**src/ledseq_pkg.sv**
```systemverilog
// shared types and constants for the rgb led blink and flash sequencer
// no dependencies
package ledseq_pkg;

  localparam int unsigned TimeW  = 32;
  localparam int unsigned CfgW   = 16;
  localparam int unsigned LevelW = 8;
  localparam int unsigned CountW = 8;
  localparam int unsigned FuncW  = 3;
  localparam int unsigned IdxW   = 2;
  localparam int unsigned InDataW  = 104;
  localparam int unsigned OutDataW = 32;

  localparam logic [FuncW-1:0] FUNC_TICK  = 3'd0;
  localparam logic [FuncW-1:0] FUNC_COLOR = 3'd1;
  localparam logic [FuncW-1:0] FUNC_FLASH = 3'd2;
  localparam logic [FuncW-1:0] FUNC_BLINK = 3'd3;
  localparam logic [FuncW-1:0] FUNC_OFF   = 3'd4;

  localparam logic [IdxW-1:0] REG_BLINK_ON  = 2'd0;
  localparam logic [IdxW-1:0] REG_BLINK_OFF = 2'd1;
  localparam logic [IdxW-1:0] REG_COOLDOWN  = 2'd2;

  localparam logic [CfgW-1:0] BLINK_ON_RESET  = 16'd100;
  localparam logic [CfgW-1:0] BLINK_OFF_RESET = 16'd400;
  localparam logic [CfgW-1:0] COOLDOWN_RESET  = 16'd2000;

  typedef struct packed {
    logic [CfgW-1:0] blink_on_ms;
    logic [CfgW:0]   on_plus_off;
    logic [CfgW-1:0] cooldown_ms;
  } cfg_t;

  typedef struct packed {
    logic [FuncW-1:0]  func;
    logic [TimeW-1:0]  now_ms;
    logic [LevelW-1:0] red;
    logic [LevelW-1:0] green;
    logic [LevelW-1:0] blue;
    logic [TimeW-1:0]  duration_ms;
    logic [CountW-1:0] count;
    logic              continuous;
  } cmd_t;

  typedef struct packed {
    logic [LevelW-1:0] red_drive;
    logic [LevelW-1:0] green_drive;
    logic [LevelW-1:0] blue_drive;
    logic              busy_res;
  } res_t;

endpackage

```
**src/ledseq_cfg.sv**
```systemverilog
// timing registers of the led sequencer, written through the plain write port
// depends on ledseq_pkg
module ledseq_cfg (
  input  logic                       clk,
  input  logic                       rst,
  input  logic                       cfg_we,
  input  logic [ledseq_pkg::IdxW-1:0] cfg_index,
  input  logic [ledseq_pkg::CfgW-1:0] cfg_data,
  output ledseq_pkg::cfg_t           cfg
);

  logic [ledseq_pkg::CfgW-1:0] blink_on_ms;
  logic [ledseq_pkg::CfgW-1:0] blink_off_ms;
  logic [ledseq_pkg::CfgW-1:0] cooldown_ms;
  logic [ledseq_pkg::CfgW:0]   on_plus_off;

  always_ff @(posedge clk) begin
    if (rst) begin
      blink_on_ms  <= ledseq_pkg::BLINK_ON_RESET;
      blink_off_ms <= ledseq_pkg::BLINK_OFF_RESET;
      cooldown_ms  <= ledseq_pkg::COOLDOWN_RESET;
    end else if (cfg_we) begin
      case (cfg_index)
        ledseq_pkg::REG_BLINK_ON:  blink_on_ms  <= cfg_data;
        ledseq_pkg::REG_BLINK_OFF: blink_off_ms <= cfg_data;
        ledseq_pkg::REG_COOLDOWN:  cooldown_ms  <= cfg_data;
        default: ;
      endcase
    end
  end

  // end of the dark phase, kept as a sum so the tick path needs only compares
  always_comb begin
    on_plus_off = {1'b0, blink_on_ms} + {1'b0, blink_off_ms};
  end

  assign cfg.blink_on_ms = blink_on_ms;
  assign cfg.on_plus_off = on_plus_off;
  assign cfg.cooldown_ms = cooldown_ms;

endmodule

```
**src/ledseq_core.sv**
```systemverilog
// pattern state of the led sequencer and its per-command update
// depends on ledseq_pkg
module ledseq_core (
  input  logic              clk,
  input  logic              rst,
  input  logic              step,
  input  ledseq_pkg::cmd_t  cmd,
  input  ledseq_pkg::cfg_t  cfg,
  output ledseq_pkg::res_t  res
);

  logic [ledseq_pkg::LevelW-1:0] colour_red, colour_red_next;
  logic [ledseq_pkg::LevelW-1:0] colour_green, colour_green_next;
  logic [ledseq_pkg::LevelW-1:0] colour_blue, colour_blue_next;
  logic                          pattern_active, pattern_active_next;
  logic                          lit, lit_next;
  logic [ledseq_pkg::TimeW-1:0]  phase_start, phase_start_next;
  logic [ledseq_pkg::TimeW-1:0]  flash_length, flash_length_next;
  logic [ledseq_pkg::CountW-1:0] burst_size, burst_size_next;
  logic [ledseq_pkg::CountW-1:0] blinks_left, blinks_left_next;
  logic                          repeat_bursts, repeat_bursts_next;
  logic [ledseq_pkg::TimeW-1:0]  delta;

  always_comb begin
    delta = cmd.now_ms - phase_start;
    colour_red_next     = colour_red;
    colour_green_next   = colour_green;
    colour_blue_next    = colour_blue;
    pattern_active_next = pattern_active;
    lit_next            = lit;
    phase_start_next    = phase_start;
    flash_length_next   = flash_length;
    burst_size_next     = burst_size;
    blinks_left_next    = blinks_left;
    repeat_bursts_next  = repeat_bursts;
    case (cmd.func)
      ledseq_pkg::FUNC_TICK: begin
        if (pattern_active) begin
          if (blinks_left != '0) begin
            if (delta < {16'd0, cfg.blink_on_ms}) begin
              lit_next = 1'b1;
            end else begin
              lit_next = 1'b0;
              // delta is at least the on time here, so this is the off-time test
              if (delta > {15'd0, cfg.on_plus_off}) begin
                phase_start_next = cmd.now_ms;
                blinks_left_next = blinks_left - 8'd1;
                if (blinks_left == 8'd1 && !repeat_bursts) begin
                  pattern_active_next = 1'b0;
                end
              end
            end
          end else if (burst_size != '0 && repeat_bursts) begin
            if (delta > {16'd0, cfg.cooldown_ms}) begin
              phase_start_next = cmd.now_ms;
              blinks_left_next = burst_size;
            end
          end else if (flash_length != '0 && delta >= flash_length) begin
            pattern_active_next = 1'b0;
            lit_next            = 1'b0;
          end
        end
      end
      ledseq_pkg::FUNC_COLOR: begin
        colour_red_next   = cmd.red;
        colour_green_next = cmd.green;
        colour_blue_next  = cmd.blue;
        lit_next          = pattern_active;
      end
      ledseq_pkg::FUNC_FLASH: begin
        // a running flash is not restarted
        if (!(pattern_active && burst_size == '0)) begin
          pattern_active_next = 1'b1;
          phase_start_next    = cmd.now_ms;
          flash_length_next   = cmd.duration_ms;
          burst_size_next     = '0;
          blinks_left_next    = '0;
          repeat_bursts_next  = 1'b0;
          lit_next            = 1'b1;
        end
      end
      ledseq_pkg::FUNC_BLINK: begin
        if (pattern_active && cmd.count == '0) begin
          pattern_active_next = 1'b0;
          lit_next            = 1'b0;
        end else if (pattern_active) begin
          repeat_bursts_next = cmd.continuous;
          burst_size_next    = cmd.count;
          if (blinks_left > cmd.count) begin
            blinks_left_next = cmd.count;
          end
        end else begin
          pattern_active_next = 1'b1;
          phase_start_next    = cmd.now_ms;
          flash_length_next   = '0;
          burst_size_next     = cmd.count;
          blinks_left_next    = cmd.count;
          repeat_bursts_next  = cmd.continuous;
          lit_next            = 1'b1;
        end
      end
      ledseq_pkg::FUNC_OFF: begin
        pattern_active_next = 1'b0;
        lit_next            = 1'b0;
      end
      default: ;
    endcase
    // the blink burst end above clears lit as well
    if (!pattern_active_next) begin
      lit_next = 1'b0;
    end
  end

  always_ff @(posedge clk) begin
    if (rst) begin
      colour_red     <= '0;
      colour_green   <= '0;
      colour_blue    <= '0;
      pattern_active <= 1'b0;
      lit            <= 1'b0;
      phase_start    <= '0;
      flash_length   <= '0;
      burst_size     <= '0;
      blinks_left    <= '0;
      repeat_bursts  <= 1'b0;
    end else if (step) begin
      colour_red     <= colour_red_next;
      colour_green   <= colour_green_next;
      colour_blue    <= colour_blue_next;
      pattern_active <= pattern_active_next;
      lit            <= lit_next;
      phase_start    <= phase_start_next;
      flash_length   <= flash_length_next;
      burst_size     <= burst_size_next;
      blinks_left    <= blinks_left_next;
      repeat_bursts  <= repeat_bursts_next;
    end
  end

  assign res.red_drive   = lit_next ? colour_red_next : '0;
  assign res.green_drive = lit_next ? colour_green_next : '0;
  assign res.blue_drive  = lit_next ? colour_blue_next : '0;
  assign res.busy_res    = pattern_active_next;

endmodule

```
**src/rgb_led_blink_flash_sequencer_top.sv**
```systemverilog
// top level of the rgb led blink and flash sequencer: stream ports and pipeline registers
// depends on ledseq_pkg, ledseq_cfg, ledseq_core
//
// Each command (tick, set colour, flash, blink, turn off) carries the current
// millisecond time and gives exactly one result: the RGB drive after the command
// and a busy flag. A command is captured in an input register; the state update
// and the result are then worked out in one pass and written into the output
// register, and one command is taken every cycle; the only limit on throughput
// is the output side taking results.
// Timing registers are written through cfg_we/cfg_index/cfg_data; the user must write them while idle, unenforced here.
module rgb_led_blink_flash_sequencer_top (
  input  logic                              clk,
  input  logic                              rst,
  input  logic                              s_axis_tvalid,
  output logic                              s_axis_tready,
  // now_ms[31:0], red[39:32], green[47:40], blue[55:48], duration_ms[87:56],
  // count[95:88], continuous[96], zero fill
  input  logic [ledseq_pkg::InDataW-1:0]    s_axis_tdata,
  // func[2:0]
  input  logic [ledseq_pkg::FuncW-1:0]      s_axis_tuser,
  output logic                              m_axis_tvalid,
  input  logic                              m_axis_tready,
  // red_drive[7:0], green_drive[15:8], blue_drive[23:16], busy_res[24], zero fill
  output logic [ledseq_pkg::OutDataW-1:0]   m_axis_tdata,
  input  logic                              cfg_we,
  input  logic [ledseq_pkg::IdxW-1:0]       cfg_index,
  input  logic [ledseq_pkg::CfgW-1:0]       cfg_data
);

  ledseq_pkg::cfg_t cfg;
  ledseq_pkg::cmd_t cmd;
  ledseq_pkg::res_t res;
  ledseq_pkg::res_t out_res;
  logic             in_valid;
  logic             out_valid;
  logic             advance;
  logic             step;

  assign advance       = !out_valid || m_axis_tready;
  assign step          = in_valid && advance;
  assign s_axis_tready = !in_valid || advance;

  always_ff @(posedge clk) begin
    if (rst) begin
      in_valid  <= 1'b0;
      out_valid <= 1'b0;
    end else begin
      if (s_axis_tready) begin
        in_valid <= s_axis_tvalid;
      end
      if (advance) begin
        out_valid <= in_valid;
      end
    end
  end

  always_ff @(posedge clk) begin
    if (s_axis_tvalid && s_axis_tready) begin
      cmd.func        <= s_axis_tuser;
      cmd.now_ms      <= s_axis_tdata[31:0];
      cmd.red         <= s_axis_tdata[39:32];
      cmd.green       <= s_axis_tdata[47:40];
      cmd.blue        <= s_axis_tdata[55:48];
      cmd.duration_ms <= s_axis_tdata[87:56];
      cmd.count       <= s_axis_tdata[95:88];
      cmd.continuous  <= s_axis_tdata[96];
    end
    if (step) begin
      out_res <= res;
    end
  end

  ledseq_cfg u_cfg (
    .clk       (clk),
    .rst       (rst),
    .cfg_we    (cfg_we),
    .cfg_index (cfg_index),
    .cfg_data  (cfg_data),
    .cfg       (cfg)
  );

  ledseq_core u_core (
    .clk  (clk),
    .rst  (rst),
    .step (step),
    .cmd  (cmd),
    .cfg  (cfg),
    .res  (res)
  );

  assign m_axis_tvalid = out_valid;
  assign m_axis_tdata  = {7'd0, out_res.busy_res, out_res.blue_drive,
                          out_res.green_drive, out_res.red_drive};

`ifndef NO_ASSERTIONS
  // a lit led always belongs to an active pattern
  a_drive_needs_busy: assert property (@(posedge clk) disable iff (rst)
    m_axis_tvalid && (m_axis_tdata[23:0] != 24'd0) |-> m_axis_tdata[24])
    else $error("nonzero drive reported while not busy");

  // an empty input register never blocks the slave side
  a_ready_when_empty: assert property (@(posedge clk) disable iff (rst)
    !in_valid |-> s_axis_tready)
    else $error("input stalled with empty input register");

  // a held command moves to the output when the output side is free
  a_command_moves: assert property (@(posedge clk) disable iff (rst)
    in_valid && !out_valid |=> out_valid)
    else $error("command not passed to output register");
`endif

endmodule

```
**config.mk**
```make
export PLATFORM = sky130hd
export DESIGN_NAME = rgb_led_blink_flash_sequencer_top
export DESIGN_NICKNAME = d
export VERILOG_FILES = /design/src/ledseq_pkg.sv /design/src/ledseq_cfg.sv /design/src/ledseq_core.sv /design/src/rgb_led_blink_flash_sequencer_top.sv
export SDC_FILE = /design/constraint.sdc
export NUM_CORES = 1
export LEC_CHECK = 0
export BUFFER_PORTS_ARGS = -buffer_cell sky130_fd_sc_hd__clkbuf_2
export CORE_MARGIN = 2
export CORE_UTILIZATION = 30
export CTS_CLUSTER_DIAMETER = 30
export DETAILED_ROUTE_END_ITERATION = 16
export GPL_TIMING_DRIVEN = 1
export PLACE_DENSITY = 0.55
export SLEW_MARGIN = 25
export SYNTH_ARGS = -nofsm -noshare
export SYNTH_HDL_FRONTEND = slang
export SYNTH_HIERARCHICAL = 1
export SYNTH_SLANG_ARGS = --single-unit
```
**constraint.sdc**
```tcl
create_clock -name clk -period 9.15 [get_ports clk]
set_clock_uncertainty 0.05 [all_clocks]
set_input_delay 2.2875 -clock clk [delete_from_list [all_inputs] [get_ports clk]]
set_output_delay 2.2875 -clock clk [all_outputs]
set_load 0.005 [all_outputs]
```
# Yosys cells after proc, flatten, opt, wreduce, memory -nomap -nowiden
# Cells that the tools add are included.
totals:
  regBits: 282
  inputBits: 130
  output_inout_bits: 34
classes:
  addsub: 3
  n_lt_le_gt_ge: 5
  eq_ne: 16
  muxes: 53
  n_reduce_logical: 28
ops:
  columns: ["operator", "count"]
  rows:
  - ["$mux 32", 12]
  - ["$mux 8", 14]
  - ["$pmux 32 s3", 1]
  - ["$pmux 32 s2", 1]
  - ["$ge 32x32->1", 1]
  - ["$gt 32x16->1", 1]
  - ["$gt 32x17->1", 1]
  - ["$lt 32x16->1", 1]
  - ["$reduce_bool 32->1", 1]
  - ["$sub 32x32->32", 1]
  - ["$pmux 8 s3", 1]
  - ["$mux 1", 20]
  - ["$reduce_and 10->1", 2]
  - ["$add 16x16->17", 1]
  - ["$logic_not 8->1", 2]
  - ["$pmux 8 s2", 1]
  - ["$reduce_bool 8->1", 2]
  - ["$ne 3x3->1 const B", 3]
  - ["$eq 8x1->1 const B", 1]
  - ["$gt 8x8->1", 1]
  - ["$sub 8x1->8 const B", 1]
  - ["$logic_and 1x1->1", 7]
  - ["$eq 3x2->1 const B", 2]
  - ["$ne 2x2->1 const B", 3]
  - ["18 further kinds", 24]

# Logic depth before layout (Yosys ltp)
depth:
  depth_word: 9
  ltp_mapped: 22
  mapped_depth_nobuf: 21

# Modules after synthesis
# Netlist, hierarchy kept.
by_module_without_submodules:
  columns: ["mod", "n_inst", "cells_per_inst", "area_per_inst_um2", "seq_area_each_um2"]
  rows:
  - ["ledseq_core", 1, 1260, 9415.3, 2142.1]
  - ["rgb_led_blink_flash_sequencer_top", 1, 143, 3913.8, 3793.6]
  - ["ledseq_cfg", 1, 302, 2376.0, 960.9]

# Worst setup path after synthesis
# Ideal clock, no wire load.
synth_path:
  kind: "reg-to-reg"
  from: "register u_cfg/blink_on_ms[0] (netlist name)"
  to: "register u_core/blinks_left[0] (netlist name)"
  setup_ps: 121
  arrival_ps: 4710
  t_required_ps: 8979
  setup_slack_ps: 4269
  path_stages_with_launch: 20
  path_buffers: 1
  synth_period_minus_slack_ps: 4881
  path_cell_list: "dfxtp_1 -> ha_1 -> fa_1 -> a21oi_1 -> o221ai_2 -> a211oi_2 -> nor2_1 -> a31oi_1 -> xnor2_1 -> inv_1 -> ha_1 -> nand4_1 -> or3_1 -> o221a_2 -> a2111oi_0 -> a2bb2oi_1 -> nor4_4 -> a21o_1 -> buf_6 -> mux2_4"
synth_rtl:
  columns: ["element", "line_no", "rtl"]
  rows:
  - ["start, declared", "ledseq_cfg.sv:12", "logic [ledseq_pkg::CfgW-1:0] blink_on_ms;"]
  - ["start signal, assigned", "ledseq_cfg.sv:19", "blink_on_ms <= ledseq_pkg::BLINK_ON_RESET;"]
  - ["start signal, assigned", "ledseq_cfg.sv:24", "ledseq_pkg::REG_BLINK_ON: blink_on_ms <= cfg_data;"]
  - ["end signal, assigned", "ledseq_core.sv:135", "blinks_left <= blinks_left_next;"]
  - ["end, declared", "ledseq_core.sv:20", "logic [ledseq_pkg::CountW-1:0] blinks_left, blinks_left_next;"]

# Worst setup path in the final report
layout_path:
  from: "register, netlist name cmd[75]"
  to: "register u_core/blinks_left[7] (netlist name)"
layout_between:
  elab_chain_cells: 4
  word_cells_on_any_way: 8
layout_rtl:
  columns: ["element", "line_no", "rtl"]
  rows:
  - ["$sub 32x32->32 *", "ledseq_core.sv:25", "delta = cmd.now_ms - phase_start;"]
  - ["$lt 32x16->1 (tied with other cells)", "ledseq_core.sv:40", "if (delta < {16'd0, cfg.blink_on_ms}) begin"]
  - ["$ne 3x3->1 (no source line) / $ne 3x1->1 (equally long branches)", null, null]
  - ["$reduce_and 10->1 (no source line) *", null, null]
# Mark *: on every way between the ends. The rest lies on a longest branch, timed or not.
# A chain may end at the register's enable or synchronous reset.

==> out/qor.txt <==
hold_buf cts = 0
Clock Power Share = 57.5%
CP most frequent cell = ha_1
gpl congestion = 0.901
DR vias = 12.7k
Synth area leader = edfxtp_1
Die X = 233 µm
Finished Cell Area = 19,600 µm²
ANT cells = 0
Setup CP Type = flip-flop to flip-flop
Peak VDD IR = 0.000146 V
sequential area share after synthesis = 43.9%
first-pass GRT wire length = 67,300 µm
CTS tree = done
Leak = 0.00783 µW
Worst Max-Slew Pin Slew = 1.05 ns
CP Data Arrival Time = 6.21 ns
final worst path period share = 63.4%
max_cap viols = 0
Final Power = 4510 µW
pre-CTS setup slack = 3.50 ns
starting density of the core = 30.5%
largest net degree at the start of global routing = 80
Die Area = 54,200 µm²
# IOs = 164
commonest cells in the netlist = nand2_1, a21oi_1, dfxtp_1, ha_1, inv_1
vias in the first global route = 12.5k
min Tclk post-route = 5.80 ns
Routed WL = 43,200 µm
# setup viols final = 0
CP top delay family = compound AO/OA/AOI/OAI gates
number of synthesized flops with an enable pin = 125
P_sw = 1130 µW
H-tree Lvls = 3
FILL cells = 5,194
RSZ-0062 raised after global routing = false
Worst Hold Class = flip-flop to flip-flop
most frequent cell after synthesis = nand2_1
Placeable Area = 51,500 µm²
max-slew violation count = 0
post-detail-place hpwl = 30,900 µm
Overflow after GRT = 0
P_int = 3380 µW
Fmax achieved = 0.172 GHz
CP Buf/Inv Count = 1
# nets final = 2,143
crit end category = flip-flop
post-cts resize count = 0
Die Y = 233 µm
All-Layer GR Usage = 15.9%
Final Hold Viols = 0
Critical-path top delay cell = xnor2_1
crit-path max cell delay = 0.84 ns
Max FO, Critical Path = 8
Sequential Power Share = 31.1%
ys flop type = dfxtp_1
layout cells sized above 1 = 16.5%
Post-Syn Area = 15,700 µm²
Post-DP Area = 17,100 µm²
async set-reset flop share out of synthesis = 0%
Synth top area share = 23.9%
post-route setup slack = 3.35 ns
status = complete, no violations
initial antenna violation count = 0
DRT antenna net count = 0
drc violations = 0
clk slew on worst S/H paths = 0.05 ns
Relative slew margins = 29.3%
Iter 0 DRT Violations = 667
clock buffer count from CTS = 74
Clock Latency Late Sink = 0.60 ns
mean post-synth cell area = 9.21 µm²
Clock Tree Buf Depth = 3
clk root buf = clkbuf_16
CP cell instances = ha_1 -> nand2_1 -> o21ai_0 -> nor2_1 -> xnor2_1 -> ha_1 -> a21oi_1 -> o21a_1 -> o22ai_1 -> a311o_1 -> nor4_1 -> a2111oi_0 -> buf_4 -> a2bb2oi_1 -> nor4_4 -> a21o_1 -> mux2_4
Setup TNS = 0 ns
synthesized instance count = 1,705
Synth area leaders = edfxtp_1, dfxtp_1, ha_1
Pwr Density = 229 nW/µm²
Comb power frac = 11.4%
Ys Warns = 6
Seq. cell area = 6900 µm²
Critical Path Start Type = flip-flop
Net Sw Frac = 25.1%
first-pass iteration count of the detailed router = 5
Netlist cell types = 78
PortBufs = 149
row count = 83
drt wl/cell = 16.5 µm
Multi-input gate area = 7990 µm²
vias per inst = 4.84
clock sinks = 282
Hold Slack = 0.403 ns
Worst EP required = 9.57 ns
# Post-CTS Setup Buffers = 0
area grow syn2layout = 25.1%
number of synthesized register bits = 282
-- final timing paths --
kind | from | to | slack (ns) | cells after the start
min | u_core/colour_green[7]$_SDFFE_PP0P_ | u_core/colour_green[7]$_SDFFE_PP0P_ | 0.40 | 2
min reg2reg | u_core/colour_green[7]$_SDFFE_PP0P_ | u_core/colour_green[7]$_SDFFE_PP0P_ | 0.40 | 2
max | cmd[75]$_DFFE_PP_ | u_core/blinks_left[7]$_SDFFE_PP0P_ | 3.35 | 17
max reg2reg | cmd[75]$_DFFE_PP_ | u_core/blinks_left[7]$_SDFFE_PP0P_ | 3.35 | 17
-- power groups by stage --
stage	sequential, µW	combinational [µW]	clock (µW)
floorplan	1410	348	0
global placement	1420	498	0
detailed placement	1420	510	0
CTS	1400	513	2650
global route	1410	577	2720
finish	1400	513	2590
-- through the flow --
| step | util [%] | instances |
|---|---|---|
| finish | 38.1 | 2614 |
| global route | 38.1 | 2614 |
| CTS | 38.1 | 2614 |
| detailed placement | 33.2 | 2478 |
| global placement | 33.1 | 2477 |
| floorplan | - | 1711 |
-- routing by layer --
| layer | part of all wire [%] | track usage [%] |
|---|---|---|
| met1 | 48 | 21.4 |
| met2 | 45 | 24.9 |
| met3 | 4.1 | 3.17 |
| met4 | 3.0 | 6.49 |
| met5 | 0 | 0 |
-- worst min-delay path: stages (launching register included) --
cell,delay [ns]
dfxtp_1,0.30
nand2_1,0.05
a21oi_1,0.05
-- cell families after synthesis --
group	synth area share [%]
simple gates	18.3
compound gates	15.8
flops	43.9
buf+inv	5.51
fa+ha+maj	11.2
mux	3.00
xor+xnor	2.23
other cells	0.0239
-- sequential cells by signal (all words and copies together), names as in the netlist --
signal and flops:
u_cfg/blink_on_ms 16, u_core/colour_blue 8, u_core/repeat_bursts 1, u_core/flash_length 32
u_core/pattern_active 1, m_axis_tdata 25, u_cfg/blink_off_ms 16, u_core/lit 1
u_core/colour_red 8, in_valid 1, u_core/colour_green 8, u_core/burst_size 8
u_core/blinks_left 8, u_cfg/cooldown_ms 16, u_core/phase_start 32, cmd 100
m_axis_tvalid 1
-- cells in the final DEF, fill, tap and decap left out, types with 15 or more instances in the layout --
| master | n |
|---|---|
| dfxtp_1 | 157 |
| nor4_1 | 20 |
| ha_1 | 137 |
| clkbuf_16 | 75 |
| nor3_1 | 19 |
| nand4_1 | 25 |
| clkbuf_2 | 148 |
| nand2b_1 | 85 |
| o21a_1 | 15 |
| nand3b_1 | 16 |
| clkinv_2 | 18 |
| nand2_1 | 256 |
| buf_4 | 15 |
| xnor2_1 | 20 |
| a22oi_1 | 34 |
| edfxtp_1 | 125 |
| xor2_1 | 20 |
| nor2_1 | 113 |
| mux2i_1 | 38 |
| nand3_1 | 15 |
| inv_1 | 132 |
| a21oi_1 | 167 |
| o21ai_0 | 55 |
| a21o_1 | 30 |
-- area by class of cell --
type,instances,share of cell area [%]
clock inverter,36,2.29
inverter,132,2.52
tap,680,4.33
multi-input combinational,1220,40.7
clock buffer,100,10.7
timing repair buffer,164,4.42
sequential,282,35.1
Power figures use the tool's default switching activity.
